==> config.mk <==
export PLATFORM = sky130hd
export DESIGN_NAME = line_ring_escape_direction
export DESIGN_NICKNAME = d
export VERILOG_FILES = /design/src/rtl/lred_pkg.sv /design/src/rtl/line_ring_escape_direction.sv /design/src/rtl/lred_front.sv /design/src/rtl/lred_queue.sv /design/src/rtl/lred_back.sv
export SDC_FILE = /design/constraint.sdc
export NUM_CORES = 1
export LEC_CHECK = 0
export ABC_AREA = 1
export BUFFER_PORTS_ARGS = -buffer_cell sky130_fd_sc_hd__buf_2
export CORE_ASPECT_RATIO = 0.5
export CORE_MARGIN = 2
export CORE_UTILIZATION = 45
export DETAILED_ROUTE_END_ITERATION = 6
export SLEW_MARGIN = 10
export SYNTH_ARGS = -nofsm -noshare
export SYNTH_HDL_FRONTEND = slang
export SYNTH_SLANG_ARGS = --single-unit
==> constraint.sdc <==
create_clock -name clk -period 23.1 [get_ports clk]
set_input_delay 3.465 -clock clk [delete_from_list [all_inputs] [get_ports clk]]
set_output_delay 3.465 -clock clk [all_outputs]
set_load 0.02 [all_outputs]
==> src/rtl/lred_pkg.sv <==
// Shared types, constants and tables for the line ring escape direction block.
// Used by every module under rtl; depends on nothing else.
package lred_pkg;

  localparam int SENSOR_COUNT = 12;
  localparam int IDX_W        = 4;   // sensor index 0..11
  localparam int RUN_SLOTS    = 6;   // most runs twelve sensors can form
  localparam int COUNT_W      = 3;   // run count 0..6
  localparam int MID_W        = 10;  // run midpoint, -345..150, signed
  localparam int DIFF_W       = 11;  // midpoint difference, signed
  localparam int SUM_W        = 13;  // midpoint sum and angle, signed
  localparam int MAG_W        = 12;  // magnitude of the sum, at most 2070
  localparam int RECIP_W      = 17;  // reciprocal of the run count
  localparam int RECIP_SHIFT  = 16;
  localparam int PROD_W       = MAG_W + RECIP_W;
  localparam int ANGLE_W      = 9;

  localparam int ANGLE_BASE    = -15;  // angle of sensor 0
  localparam int ANGLE_STEP    = 15;   // half the sensor spacing
  localparam int HALF_TURN     = 180;
  localparam int FULL_TURN     = 360;
  localparam int NO_LINE_ANGLE = 180;

  localparam int QUEUE_DEPTH = 4;
  localparam int PTR_W       = $clog2(QUEUE_DEPTH);
  localparam int LEVEL_W     = $clog2(QUEUE_DEPTH + 1);

  // Port bit of each sensor, sensor 0 first.
  localparam logic [4:0] SENSOR_BIT [SENSOR_COUNT] = '{
    5'd17, 5'd19, 5'd30, 5'd20, 5'd22, 5'd24, 5'd27, 5'd3, 5'd7, 5'd11, 5'd13, 5'd15
  };

  // One classified sample: white flags in scan order and the scan origin.
  typedef struct packed {
    logic [SENSOR_COUNT-1:0] rot;
    logic [IDX_W-1:0]        first_dark;
  } lred_entry_t;

  typedef struct packed {
    logic [ANGLE_W-1:0] escape_angle;
    logic               line_seen;
    logic [COUNT_W-1:0] run_count;
  } lred_result_t;

  // ceil(2^16 / count), exact for magnitudes below 4096.
  function automatic logic [RECIP_W-1:0] recip(input logic [COUNT_W-1:0] count);
    logic [RECIP_W-1:0] r;
    case (count)
      3'd1:    r = 17'd65536;
      3'd2:    r = 17'd32768;
      3'd3:    r = 17'd21846;
      3'd4:    r = 17'd16384;
      3'd5:    r = 17'd13108;
      3'd6:    r = 17'd10923;
      default: r = '0;
    endcase
    return r;
  endfunction

endpackage

==> src/rtl/line_ring_escape_direction.sv <==
// Top level of the line ring escape direction block.
// Depends on lred_pkg, lred_front, lred_queue and lred_back.
//
// Reads twelve low-active ring sensors out of a 32-bit port sample, finds
// the runs of white sensors around the ring and turns their midpoints into
// one escape direction, 0..359 degrees (180 with line_seen low when no
// sensor is white). Up to MAX_RUNS runs are kept in scan order and
// run_count saturates there. The block takes one sample every clock cycle
// while the output is not stalled and returns exactly one result per
// sample, in order. An accepted sample is written into the four-entry
// queue behind the classifier, then passes the three back stages (run
// endpoints, midpoint sum, reciprocal multiply) and the output register.
// Throughput is set by the back pipeline, advancing one stage per cycle
// unless the output stalls; the queue and output register let either side
// stall on its own.
module line_ring_escape_direction #(
  parameter int MAX_RUNS = 4
) (
  input  logic        clk,
  input  logic        rst,
  input  logic        s_tvalid,
  output logic        s_tready,
  input  logic [31:0] s_tdata,   // [31:0] port_level
  output logic        m_tvalid,
  input  logic        m_tready,
  output logic [15:0] m_tdata    // [8:0] escape_angle, [9] line_seen, [12:10] run_count
);

  lred_pkg::lred_entry_t  front_entry;
  lred_pkg::lred_entry_t  queue_entry;
  lred_pkg::lred_result_t result;
  logic                   queue_valid;
  logic                   back_ready;

  // Classify the incoming sample: white flags in scan order.
  lred_front u_front (
    .port_level (s_tdata),
    .entry      (front_entry)
  );

  // Hold classified samples until the back pipeline can take them.
  lred_queue u_queue (
    .clk        (clk),
    .rst        (rst),
    .push_valid (s_tvalid),
    .push_ready (s_tready),
    .push_entry (front_entry),
    .pop_valid  (queue_valid),
    .pop_ready  (back_ready),
    .pop_entry  (queue_entry)
  );

  // Extract runs, average midpoints, wrap, and register the result.
  lred_back #(
    .MAX_RUNS (MAX_RUNS)
  ) u_back (
    .clk        (clk),
    .rst        (rst),
    .in_valid   (queue_valid),
    .in_ready   (back_ready),
    .in_entry   (queue_entry),
    .out_valid  (m_tvalid),
    .out_ready  (m_tready),
    .out_result (result)
  );

  assign m_tdata = {3'b000, result.run_count, result.line_seen, result.escape_angle};

  // No line seen: fixed angle and no runs.
  a_no_line: assert property (@(posedge clk) disable iff (rst)
    (m_tvalid && !result.line_seen) |->
      (result.escape_angle == 9'd180 && result.run_count == 3'd0))
    else $error("no-line result carries a stray angle or run count");

  // Line seen: angle wrapped into range and count within the cap.
  a_line_range: assert property (@(posedge clk) disable iff (rst)
    (m_tvalid && result.line_seen) |->
      (result.escape_angle < 9'd360 && result.run_count != 3'd0
       && result.run_count <= 3'(MAX_RUNS)))
    else $error("line result out of range");

  // Reset empties the pipeline.
  a_reset_empty: assert property (@(posedge clk) rst |=> !m_tvalid)
    else $error("result valid right after reset");

endmodule

==> src/rtl/lred_front.sv <==
// Front classifier: extracts the twelve white flags from a port sample and
// rotates them so the scan starts at the first dark sensor. Uses lred_pkg.
module lred_front (
  input  logic [31:0]          port_level,
  output lred_pkg::lred_entry_t entry
);

  logic [lred_pkg::SENSOR_COUNT-1:0] white;
  logic [lred_pkg::IDX_W-1:0]        first_dark;
  logic                              found;
  logic [lred_pkg::IDX_W:0]          idx;

  always_comb begin
    for (int k = 0; k < lred_pkg::SENSOR_COUNT; k++) begin
      white[k] = ~port_level[lred_pkg::SENSOR_BIT[k]];
    end
    // Lowest dark sensor; sensor 0 when all are white.
    first_dark = '0;
    found      = 1'b0;
    for (int k = 0; k < lred_pkg::SENSOR_COUNT; k++) begin
      if (!white[k] && !found) begin
        first_dark = lred_pkg::IDX_W'(k);
        found      = 1'b1;
      end
    end
    idx = '0;
    for (int k = 0; k < lred_pkg::SENSOR_COUNT; k++) begin
      idx = {1'b0, first_dark} + (lred_pkg::IDX_W + 1)'(k);
      if (idx >= (lred_pkg::IDX_W + 1)'(lred_pkg::SENSOR_COUNT)) begin
        idx = idx - (lred_pkg::IDX_W + 1)'(lred_pkg::SENSOR_COUNT);
      end
      entry.rot[k] = white[idx[lred_pkg::IDX_W-1:0]];
    end
    entry.first_dark = first_dark;
  end

endmodule

==> src/rtl/lred_queue.sv <==
// Short queue between the front classifier and the back pipeline.
// Holds lred_pkg::lred_entry_t items; depth from lred_pkg.
module lred_queue (
  input  logic                  clk,
  input  logic                  rst,
  input  logic                  push_valid,
  output logic                  push_ready,
  input  lred_pkg::lred_entry_t push_entry,
  output logic                  pop_valid,
  input  logic                  pop_ready,
  output lred_pkg::lred_entry_t pop_entry
);

  lred_pkg::lred_entry_t            mem [lred_pkg::QUEUE_DEPTH];
  logic [lred_pkg::PTR_W-1:0]       wr_ptr;
  logic [lred_pkg::PTR_W-1:0]       rd_ptr;
  logic [lred_pkg::LEVEL_W-1:0]     level;
  logic                             push;
  logic                             pop;

  assign push_ready = level != lred_pkg::LEVEL_W'(lred_pkg::QUEUE_DEPTH);
  assign pop_valid  = level != '0;
  assign push       = push_valid && push_ready;
  assign pop        = pop_valid && pop_ready;
  assign pop_entry  = mem[rd_ptr];

  always_ff @(posedge clk) begin
    if (rst) begin
      wr_ptr <= '0;
      rd_ptr <= '0;
      level  <= '0;
    end else begin
      if (push) wr_ptr <= wr_ptr + 1'b1;
      if (pop)  rd_ptr <= rd_ptr + 1'b1;
      case ({push, pop})
        2'b10:   level <= level + 1'b1;
        2'b01:   level <= level - 1'b1;
        default: level <= level;
      endcase
    end
  end

  always_ff @(posedge clk) begin
    if (push) mem[wr_ptr] <= push_entry;
  end

endmodule

==> src/rtl/lred_back.sv <==
// Back pipeline: run extraction, midpoints, averaging and wrap in four
// registered stages, the last being the output register. Uses lred_pkg.
module lred_back #(
  parameter int MAX_RUNS = 4
) (
  input  logic                   clk,
  input  logic                   rst,
  input  logic                   in_valid,
  output logic                   in_ready,
  input  lred_pkg::lred_entry_t  in_entry,
  output logic                   out_valid,
  input  logic                   out_ready,
  output lred_pkg::lred_result_t out_result
);

  localparam int N  = lred_pkg::SENSOR_COUNT;
  localparam int RS = lred_pkg::RUN_SLOTS;
  localparam int IW = lred_pkg::IDX_W;
  localparam int CW = lred_pkg::COUNT_W;

  // stage valids and advance chain
  logic vb, vc, vd;
  logic adv_b, adv_c, adv_d, adv_e;

  assign adv_e    = !out_valid || out_ready;
  assign adv_d    = !vd || adv_e;
  assign adv_c    = !vc || adv_d;
  assign adv_b    = !vb || adv_c;
  assign in_ready = adv_b;

  // ---------------- stage B: run endpoints ----------------
  logic [N-1:0]    sf, ef;
  logic [CW-1:0]   srank [N];
  logic [CW-1:0]   erank [N];
  logic [IW-1:0]   s_rot [RS];
  logic [IW-1:0]   e_rot [RS];
  logic [IW:0]     s_abs, e_abs;
  logic [CW-1:0]   total;
  logic [CW-1:0]   count_b_next;
  logic [IW-1:0]   s_idx_next [RS];
  logic [IW-1:0]   e_idx_next [RS];
  logic [RS-1:0]   keep_next;

  logic [IW-1:0]   s_idx [RS];
  logic [IW-1:0]   e_idx [RS];
  logic [RS-1:0]   keep;
  logic [CW-1:0]   count_b;

  always_comb begin
    for (int k = 0; k < N; k++) begin
      sf[k] = in_entry.rot[k] && ((k == 0) || !in_entry.rot[(k + N - 1) % N]);
      ef[k] = in_entry.rot[k] && ((k == N - 1) || !in_entry.rot[(k + 1) % N]);
      srank[k] = CW'($countones(sf & ((N'(1) << k) - N'(1))));
      erank[k] = CW'($countones(ef & ((N'(1) << k) - N'(1))));
    end
    total = CW'($countones(sf));
    count_b_next = (total > CW'(MAX_RUNS)) ? CW'(MAX_RUNS) : total;
    s_abs = '0;
    e_abs = '0;
    for (int i = 0; i < RS; i++) begin
      s_rot[i] = '0;
      e_rot[i] = '0;
      for (int k = 0; k < N; k++) begin
        if (sf[k] && srank[k] == CW'(i)) s_rot[i] = IW'(k);
        if (ef[k] && erank[k] == CW'(i)) e_rot[i] = IW'(k);
      end
      // map scan position back to sensor index
      s_abs = {1'b0, in_entry.first_dark} + {1'b0, s_rot[i]};
      if (s_abs >= (IW + 1)'(N)) s_abs = s_abs - (IW + 1)'(N);
      e_abs = {1'b0, in_entry.first_dark} + {1'b0, e_rot[i]};
      if (e_abs >= (IW + 1)'(N)) e_abs = e_abs - (IW + 1)'(N);
      s_idx_next[i] = s_abs[IW-1:0];
      e_idx_next[i] = e_abs[IW-1:0];
      keep_next[i]  = CW'(i) < count_b_next;
    end
  end

  always_ff @(posedge clk) begin
    if (rst) begin
      vb <= 1'b0;
    end else if (adv_b) begin
      vb <= in_valid;
    end
  end

  always_ff @(posedge clk) begin
    if (adv_b) begin
      s_idx   <= s_idx_next;
      e_idx   <= e_idx_next;
      keep    <= keep_next;
      count_b <= count_b_next;
    end
  end

  // ---------------- stage C: midpoints and sum ----------------
  logic        [IW:0]                  idx_sum;
  logic        [8:0]                   scaled;
  logic signed [lred_pkg::MID_W-1:0]   mid [RS];
  logic signed [lred_pkg::DIFF_W-1:0]  diff;
  logic signed [lred_pkg::SUM_W-1:0]   sum_next;
  logic                                sub_next;

  logic signed [lred_pkg::SUM_W-1:0]   sum_c;
  logic                                sub_c;
  logic        [CW-1:0]                count_c;

  always_comb begin
    idx_sum  = '0;
    scaled   = '0;
    sum_next = '0;
    for (int i = 0; i < RS; i++) begin
      idx_sum = {1'b0, s_idx[i]} + {1'b0, e_idx[i]};
      scaled  = 9'(idx_sum) * 9'(lred_pkg::ANGLE_STEP);
      if (!keep[i]) begin
        mid[i] = '0;
      end else if (s_idx[i] > e_idx[i]) begin
        // run wraps past sensor 11: start angle lifted by a full turn
        mid[i] = lred_pkg::MID_W'(lred_pkg::HALF_TURN + lred_pkg::ANGLE_BASE)
                 - $signed({1'b0, scaled});
      end else begin
        mid[i] = lred_pkg::MID_W'(lred_pkg::ANGLE_BASE) - $signed({1'b0, scaled});
      end
      sum_next = sum_next + lred_pkg::SUM_W'(mid[i]);
    end
    diff     = lred_pkg::DIFF_W'(mid[0]) - lred_pkg::DIFF_W'(mid[1]);
    sub_next = (count_b == CW'(2)) && (diff > $signed(lred_pkg::DIFF_W'(lred_pkg::HALF_TURN)));
  end

  always_ff @(posedge clk) begin
    if (rst) begin
      vc <= 1'b0;
    end else if (adv_c) begin
      vc <= vb;
    end
  end

  always_ff @(posedge clk) begin
    if (adv_c) begin
      sum_c   <= sum_next;
      sub_c   <= sub_next;
      count_c <= count_b;
    end
  end

  // ---------------- stage D: divide by count ----------------
  logic [lred_pkg::SUM_W-1:0]  abs_sum;
  logic [lred_pkg::PROD_W-1:0] prod_next;

  logic [lred_pkg::PROD_W-1:0] prod_d;
  logic                        neg_d;
  logic                        sub_d;
  logic [CW-1:0]               count_d;

  always_comb begin
    abs_sum   = sum_c[lred_pkg::SUM_W-1] ? lred_pkg::SUM_W'(-sum_c) : lred_pkg::SUM_W'(sum_c);
    prod_next = lred_pkg::PROD_W'(abs_sum[lred_pkg::MAG_W-1:0])
                * lred_pkg::PROD_W'(lred_pkg::recip(count_c));
  end

  always_ff @(posedge clk) begin
    if (rst) begin
      vd <= 1'b0;
    end else if (adv_d) begin
      vd <= vc;
    end
  end

  always_ff @(posedge clk) begin
    if (adv_d) begin
      prod_d  <= prod_next;
      neg_d   <= sum_c[lred_pkg::SUM_W-1];
      sub_d   <= sub_c;
      count_d <= count_c;
    end
  end

  // ---------------- stage E: sign, offset, wrap ----------------
  logic        [lred_pkg::MAG_W-1:0] quot;
  logic signed [lred_pkg::SUM_W-1:0] esc;
  lred_pkg::lred_result_t            result_next;

  always_comb begin
    quot = prod_d[lred_pkg::RECIP_SHIFT +: lred_pkg::MAG_W];
    esc  = $signed(lred_pkg::SUM_W'({1'b0, quot}));
    if (neg_d) esc = -esc;
    if (sub_d) esc = esc - lred_pkg::SUM_W'(lred_pkg::HALF_TURN);
    if (esc >= $signed(lred_pkg::SUM_W'(lred_pkg::FULL_TURN)))
      esc = esc - lred_pkg::SUM_W'(lred_pkg::FULL_TURN);
    if (esc < 0) esc = esc + lred_pkg::SUM_W'(lred_pkg::FULL_TURN);
    if (esc < 0) esc = esc + lred_pkg::SUM_W'(lred_pkg::FULL_TURN);
    if (count_d == '0) begin
      result_next.escape_angle = lred_pkg::ANGLE_W'(lred_pkg::NO_LINE_ANGLE);
      result_next.line_seen    = 1'b0;
    end else begin
      result_next.escape_angle = esc[lred_pkg::ANGLE_W-1:0];
      result_next.line_seen    = 1'b1;
    end
    result_next.run_count = count_d;
  end

  always_ff @(posedge clk) begin
    if (rst) begin
      out_valid <= 1'b0;
    end else if (adv_e) begin
      out_valid <= vd;
    end
  end

  always_ff @(posedge clk) begin
    if (adv_e) out_result <= result_next;
  end

endmodule
* Word-level counts from Yosys, hierarchy flattened
Memories as Yosys holds them, arrays and structs flattened. A register that Yosys moved wholly into a read port is not among the register bits.
Index checks and enable logic that the tools add are counted.
** Word-level totals
- Word-level logic and storage cells :: 768
- Bits in writable memories :: 64
- Output and inout port bits :: 18
- Memories kept :: 1
- Bits of input ports :: 36
- Flip-flop bits (word level) :: 131
** Cells by class
- Mux-type cells :: 220
- Reductions and logical operators :: 216
- $lt $le $gt $ge :: 53
- Bitwise operators :: 12
- Multiply operators :: 7
- Add/subtract/negate cells :: 118
- Equal/unequal tests :: 110
** Memories
- u_queue.mem :: words 4, bits a word 16, rd ports 1, clocked after Yosys merged registers in 1, write ports 1, RTL line lred_queue.sv:14 : lred_pkg::lred_entry_t mem [lred_pkg::QUEUE_DEPTH];
** Operator list (count)
- $mux 4 :: 145
- $logic_and 1x1->1 :: 160
- $eq 3x2->1 const B :: 43
- $eq 3x3->1 const B :: 43
- $mux 10 :: 12
- $ge 5x4->1 const B :: 23
- $pmux 17 s6 :: 1
- $sub 4x4->4 const B :: 24
- $add 4x4->5 :: 18
- $logic_not 3->1 :: 23
- $eq 3x1->1 const B :: 21
- $lt 4x5->1 const B :: 12
- $sub 5x10->10 const A :: 6
- $sub 8x9->10 const A :: 6
- $mul 5x4->9 const B :: 6
- $mux 13 :: 4
- $add 3x3->3 :: 16
- $bmux 1 s4 :: 12
- $add 13x10->13 :: 3
- $mux 1 :: 31
- $add 3x1->3 :: 10
- $mul 12x17->28 :: 1
- $logic_not 1->1 :: 27
- $lt 13x1->1 const B :: 2
- 37 further kinds :: 87

* Longest topological paths before layout
- Depth after elaboration :: 39
- Gate-level depth with buffers :: 47
- Gate-level depth less buffers :: 47

* By module
From an unflattened synthesis, not the netlist that was laid out.
** Unflattened totals
- Cell total of the unflattened synthesis :: 3410
- Area, all modules :: 26228.9 sq um
** By module, submodules not included
- lred_back :: seq. area each 3173.0 sq um, cells each 2886, times used 1, area an instance 21774.6 sq um
- lred_queue :: seq. area each 2102.0 sq um, cells each 222, times used 1, area an instance 2834.0 sq um
- lred_front :: seq. area each 0.0 sq um, cells each 298, times used 1, area an instance 1594.0 sq um
- line_ring_escape_direction :: seq. area each 0.0 sq um, cells each 4, times used 1, area an instance 26.3 sq um

* Worst setup path before layout
Ideal clock, no wire load.
- Path kind :: register -> register
- Start point :: register u_back.e_idx[12] in the netlist's numbering
- End point :: register u_back.sum_c[12] in the netlist's numbering, data pin
- Slack :: 15.190 ns
- Cell stages (with the launch flop) :: 45
- Library setup time :: 0.263 ns
- Data required time :: 22.837 ns
- Arrival time :: 7.647 ns
- Buffers on the path :: 0
- Cell sequence :: edfxtp_1 > ha_1 > inv_1 > fa_1 > inv_1 > ha_1 > inv_1 > nor2_1 > inv_1 > nand2_1 > inv_1 > fa_1 > inv_1 > ha_1 > a21oi_1 > inv_1 > a31oi_1 > or2_2 > [... 9 more ...] > inv_1 > xor2_1 > inv_1 > fa_1 > inv_1 > fa_1 > inv_1 > ha_1 > a21oi_1 > o21ai_0 > a21oi_1 > inv_1 > a21oi_1 > nor2_1 > o21ai_0 > nand2_1 > a21oi_1 > xor2_1
** On the way
- Longest elaborated chain between the ends :: 9
- Elaborated cells on any way between the ends :: 11
** RTL lines
- from (decl) :: RTL line lred_back.sv:45 : logic [IW-1:0] e_idx [RS];
- from (signal assigned) :: RTL line lred_back.sv:89 : e_idx <= e_idx_next;
- $add 4x4->5 :: RTL line lred_back.sv:112 : idx_sum = {1'b0, s_idx[i]} + {1'b0, e_idx[i]};
- $mul 5x4->9 :: RTL line lred_back.sv:113 : scaled = 9'(idx_sum) * 9'(lred_pkg::ANGLE_STEP);
- $sub 5x10->10 / $sub 8x9->10 (equally long branches) :: RTL line lred_back.sv:121, lred_back.sv:119
- $mux 10 * :: RTL line lred_back.sv:116 : end else if (s_idx[i] > e_idx[i]) begin
- $mux 10 * :: RTL line lred_back.sv:114 : if (!keep[i]) begin
- $add 11x10->12 * :: RTL line lred_back.sv:123 : sum_next = sum_next + lred_pkg::SUM_W'(mid[i]);
- $add 13x10->13 * (3 in a row) :: RTL line lred_back.sv:123
- via u_back.sum_next, one bit :: RTL line lred_back.sv:100 : logic signed [lred_pkg::SUM_W-1:0] sum_next;
- to (signal assigned) :: RTL line lred_back.sv:139 : sum_c <= sum_next;
- to (decl) :: RTL line lred_back.sv:103 : logic signed [lred_pkg::SUM_W-1:0] sum_c;
Mark *: on every way through the listed nets, which the timed path passes. The rest lies on a longest branch.
A chain may end at the register's enable or synchronous reset.

* Worst setup path after layout
- Start point :: register u_back.e_idx[20] in the netlist's numbering
- End point :: register u_back.sum_c[12] in the netlist's numbering, data pin
** On the way
- Longest elaborated chain between the ends :: 10
- Elaborated cells on any way between the ends :: 12
** RTL lines (RTL line)
- $add 4x4->5 :: lred_back.sv:112
- $mul 5x4->9 :: lred_back.sv:113
- $sub 5x10->10 / $sub 8x9->10 (equally long branches) :: lred_back.sv:121, lred_back.sv:119
- $mux 10 * :: lred_back.sv:116
- $mux 10 * :: lred_back.sv:114
- $add 10x10->11 * :: lred_back.sv:123
- $add 11x10->12 * :: lred_back.sv:123
- $add 13x10->13 * (3 in a row) :: lred_back.sv:123
- via u_back.sum_next, one bit :: lred_back.sv:100
Marks and branches as above.

==> summary.md <==
| Metric | Value |
|---|---|
| Outcome | `complete, no violations` |
| Slew Limit Fails | `0` |
| Synth top area share | `18.6%` |
| CTS tree | `built` |
| Most frequent cell after synthesis | `inv_1` |
| Final Hold Fails | `0` |
| Critical Path End Type | `register` |
| Final setup fails | `0` |
| Worst hold path type | `reg -> reg` |
| Top cells by area, synth | `edfxtp_1, fa_1, ha_1` |
| Arr. time, crit path | `8970 ps` |
| Die ar. | `61900 µm²` |
| Critical-path maximum fanout | `4` |
| Vias in the first global route | `20200` |
| I/O Pins | `54` |
| Post-synth top cells | `inv_1, nand2_1, ha_1` |
| Util after Layout | `48.6%` |
| Share of layout cells above drive strength 1 | `5.24%` |
| Diode count | `0` |
| PortBufs | `30` |
| Critical-path top delay cell | `fa_1` |
| Ys async rst share | `0%` |
| Hold slack final | `430 ps` |
| Row cnt | `63` |
| Startpoint Class | `register` |
| Yosys reg bits | `180` |
| Crit path kind | `reg -> reg` |
| Seq/Total Area, Yosys | `19.6%` |
| GP Congestion | `0.943` |
| Hold_buf cts | `0` |
| Clock sink count | `180` |
| Rel. slew slack | `38.6%` |
| Max Fclk | `114 MHz` |
| Drt total wl | `59400 µm` |
| Core footprint | `59200 µm²` |
| Router iterations before antenna repair | `6` |
| Total GRT Usage | `19.8%` |
| Setup TNS Final | `0 ps` |
| NumNets Final | `4099` |
| ANT nets after route | `0` |
| TritonCTS Buffers | `17` |
| First-pass GRT wire length | `98400 µm` |
| Worst slew pin tran | `920 ps` |
| DR WL/cell | `13.8 µm` |
| Post-CTS Resized | `0` |
| Post-synth EDFFs | `167` |
| Initial core utilization | `45.5%` |
| Clk slew on worst S/H paths | `80 ps` |
| Initial antenna violation count | `0` |
| Max-Cap Viols | `0` |
| Fillers | `5717` |
| Clk buf depth | `2` |
| Tcrit/Tclk final | `37.9%` |
| Global route overflow | `0` |
| Cell mode on critical path | `inv_1` |
| Latest clock arrival within the worst-skew pair | `470 ps` |
| Area Growth Syn to Fin | `6.79%` |
| DRC errors left | `0` |
| Max incr delay on CP | `540 ps` |
| Die Wd | `350 µm` |
| Drt via density | `4.89` |
| Post-synth cell types | `66` |
| Die height | `177 µm` |
| Gate Count Post-Synth | `3455` |
| H-tree levels | `4` |
| Ys Warns | `0` |
| Largest net degree at the start of global routing | `58` |
| RSZ-0062 raised after global routing | `false` |
| Post-Syn Area | `26900 µm²` |
| Drt initial violations | `1361` |
| Routed vias | `21100` |
| Post-DP HPWL | `50600 µm` |
| Post CTS Setup Buffer Count | `0` |
| Fin crit period | `8760 ps` |
| Cell taking the most area after synthesis | `edfxtp_1` |
| Mapped Avg Cell Area | `7.80 µm²` |
| Top_reg_cell synth | `edfxtp_1` |
| CTS Root Cell | `clkbuf_16` |
| Clk_skew | `21.3 ps` |
| CP required | `23310 ps` |
-- flip-flops by register name (all words and copies together), names as in the netlist, 3 cells and up, named ones only --
signal,count
u_queue.mem,64
u_back.e_idx,24
u_back.s_idx,24
u_back.out_result,13
u_back.sum_c,13
u_back.prod_d,12
u_back.keep,6
u_back.count_c,3
u_back.count_d,3
u_queue.level,3
-- critical path: cells and delay by family, from the launching register on --
family | cells | cell delay (ps)
XOR/XNOR | 2 | 310
AND/OR/NAND/NOR | 13 | 1830
flip-flops | 1 | 400
AO/OA/AOI/OAI | 9 | 1470
buffers and inverters | 12 | 820
adder cells (fa/ha/maj) | 9 | 3650
-- cells in the final DEF, fill, tap and decap left out, types with 30 or more instances in the layout --
cell,synthesis,final
nand2_1,642,642
edfxtp_1,167,167
nand3_1,129,129
fa_1,232,232
a21oi_1,173,173
nor3_1,40,40
ha_1,335,335
inv_1,757,756
or2_2,33,33
o21ai_0,150,150
buf_2,4,30
nand4_1,40,40
xnor2_1,40,40
xor2_1,119,119
nor2_1,293,293
-- kinds of logic (layout without fill, tap and decap cells) --
logic type / count (synthesis) / count (layout) / share of synthesized area, %
other: 1 / 7 / 0.0139
muxes: 3 / 3 / 0.116
DFF: 180 / 180 / 19.6
adders and majority gates: 567 / 567 / 32.8
AOI/OAI and AO/OA: 482 / 482 / 10.4
and+or+nand+nor: 1261 / 1261 / 20.3
buffers and inverters: 797 / 845 / 11.2
xor gates and xnor gates: 164 / 164 / 5.56
-- final cells by class --
| class | count | area [µm²] | area share (%) |
|---|---|---|---|
| multi-input combinational | 2484 | 18700 | 64.9 |
| tap | 812 | 1020 | 3.53 |
| timing repair buffer | 44 | 255 | 0.887 |
| inverter | 769 | 2890 | 10.0 |
| clock inverter | 15 | 224 | 0.779 |
| sequential | 180 | 5280 | 18.3 |
| clock buffer | 17 | 425 | 1.48 |
-- metal layers --
metal / part of all wire [%] / global-route usage (%) / routed length, µm / up-vias
met4: 2.0 / 4.90 / 1160 / 0
met2: 47 / 34.0 / 27800 / 299
met5: 0 / 0 / 0 / -
li1: - / - / - / 11100
met3: 2.8 / 2.32 / 1670 / 60
met1: 48 / 26.6 / 28800 / 9670
-- stage by stage --
step	area [µm²]	std cells	worst slack (ps)
finish	28800	4321	14340
global placement	28100	4289	14350
global route	28800	4321	13590
CTS	28800	4321	14270
floorplan	27000	3461	15190
detailed placement	28100	4289	14320
-- path summary, 6_finish.rpt --
check	to	cells after the start	slack, ps	from
min	u_back.sub_d$_DFFE_PP_	0	430	u_back.sub_c$_DFFE_PP_
max reg2reg	u_back.sum_c[12]$_DFFE_PP_	45	14340	u_back.e_idx[20]$_DFFE_PN_
min reg2reg	u_back.sub_d$_DFFE_PP_	0	430	u_back.sub_c$_DFFE_PP_
max	u_back.sum_c[12]$_DFFE_PP_	45	14340	u_back.e_idx[20]$_DFFE_PN_
Power is not shown: default switching activity piles up to over one toggle a cycle in this logic, so the estimate is an artifact.
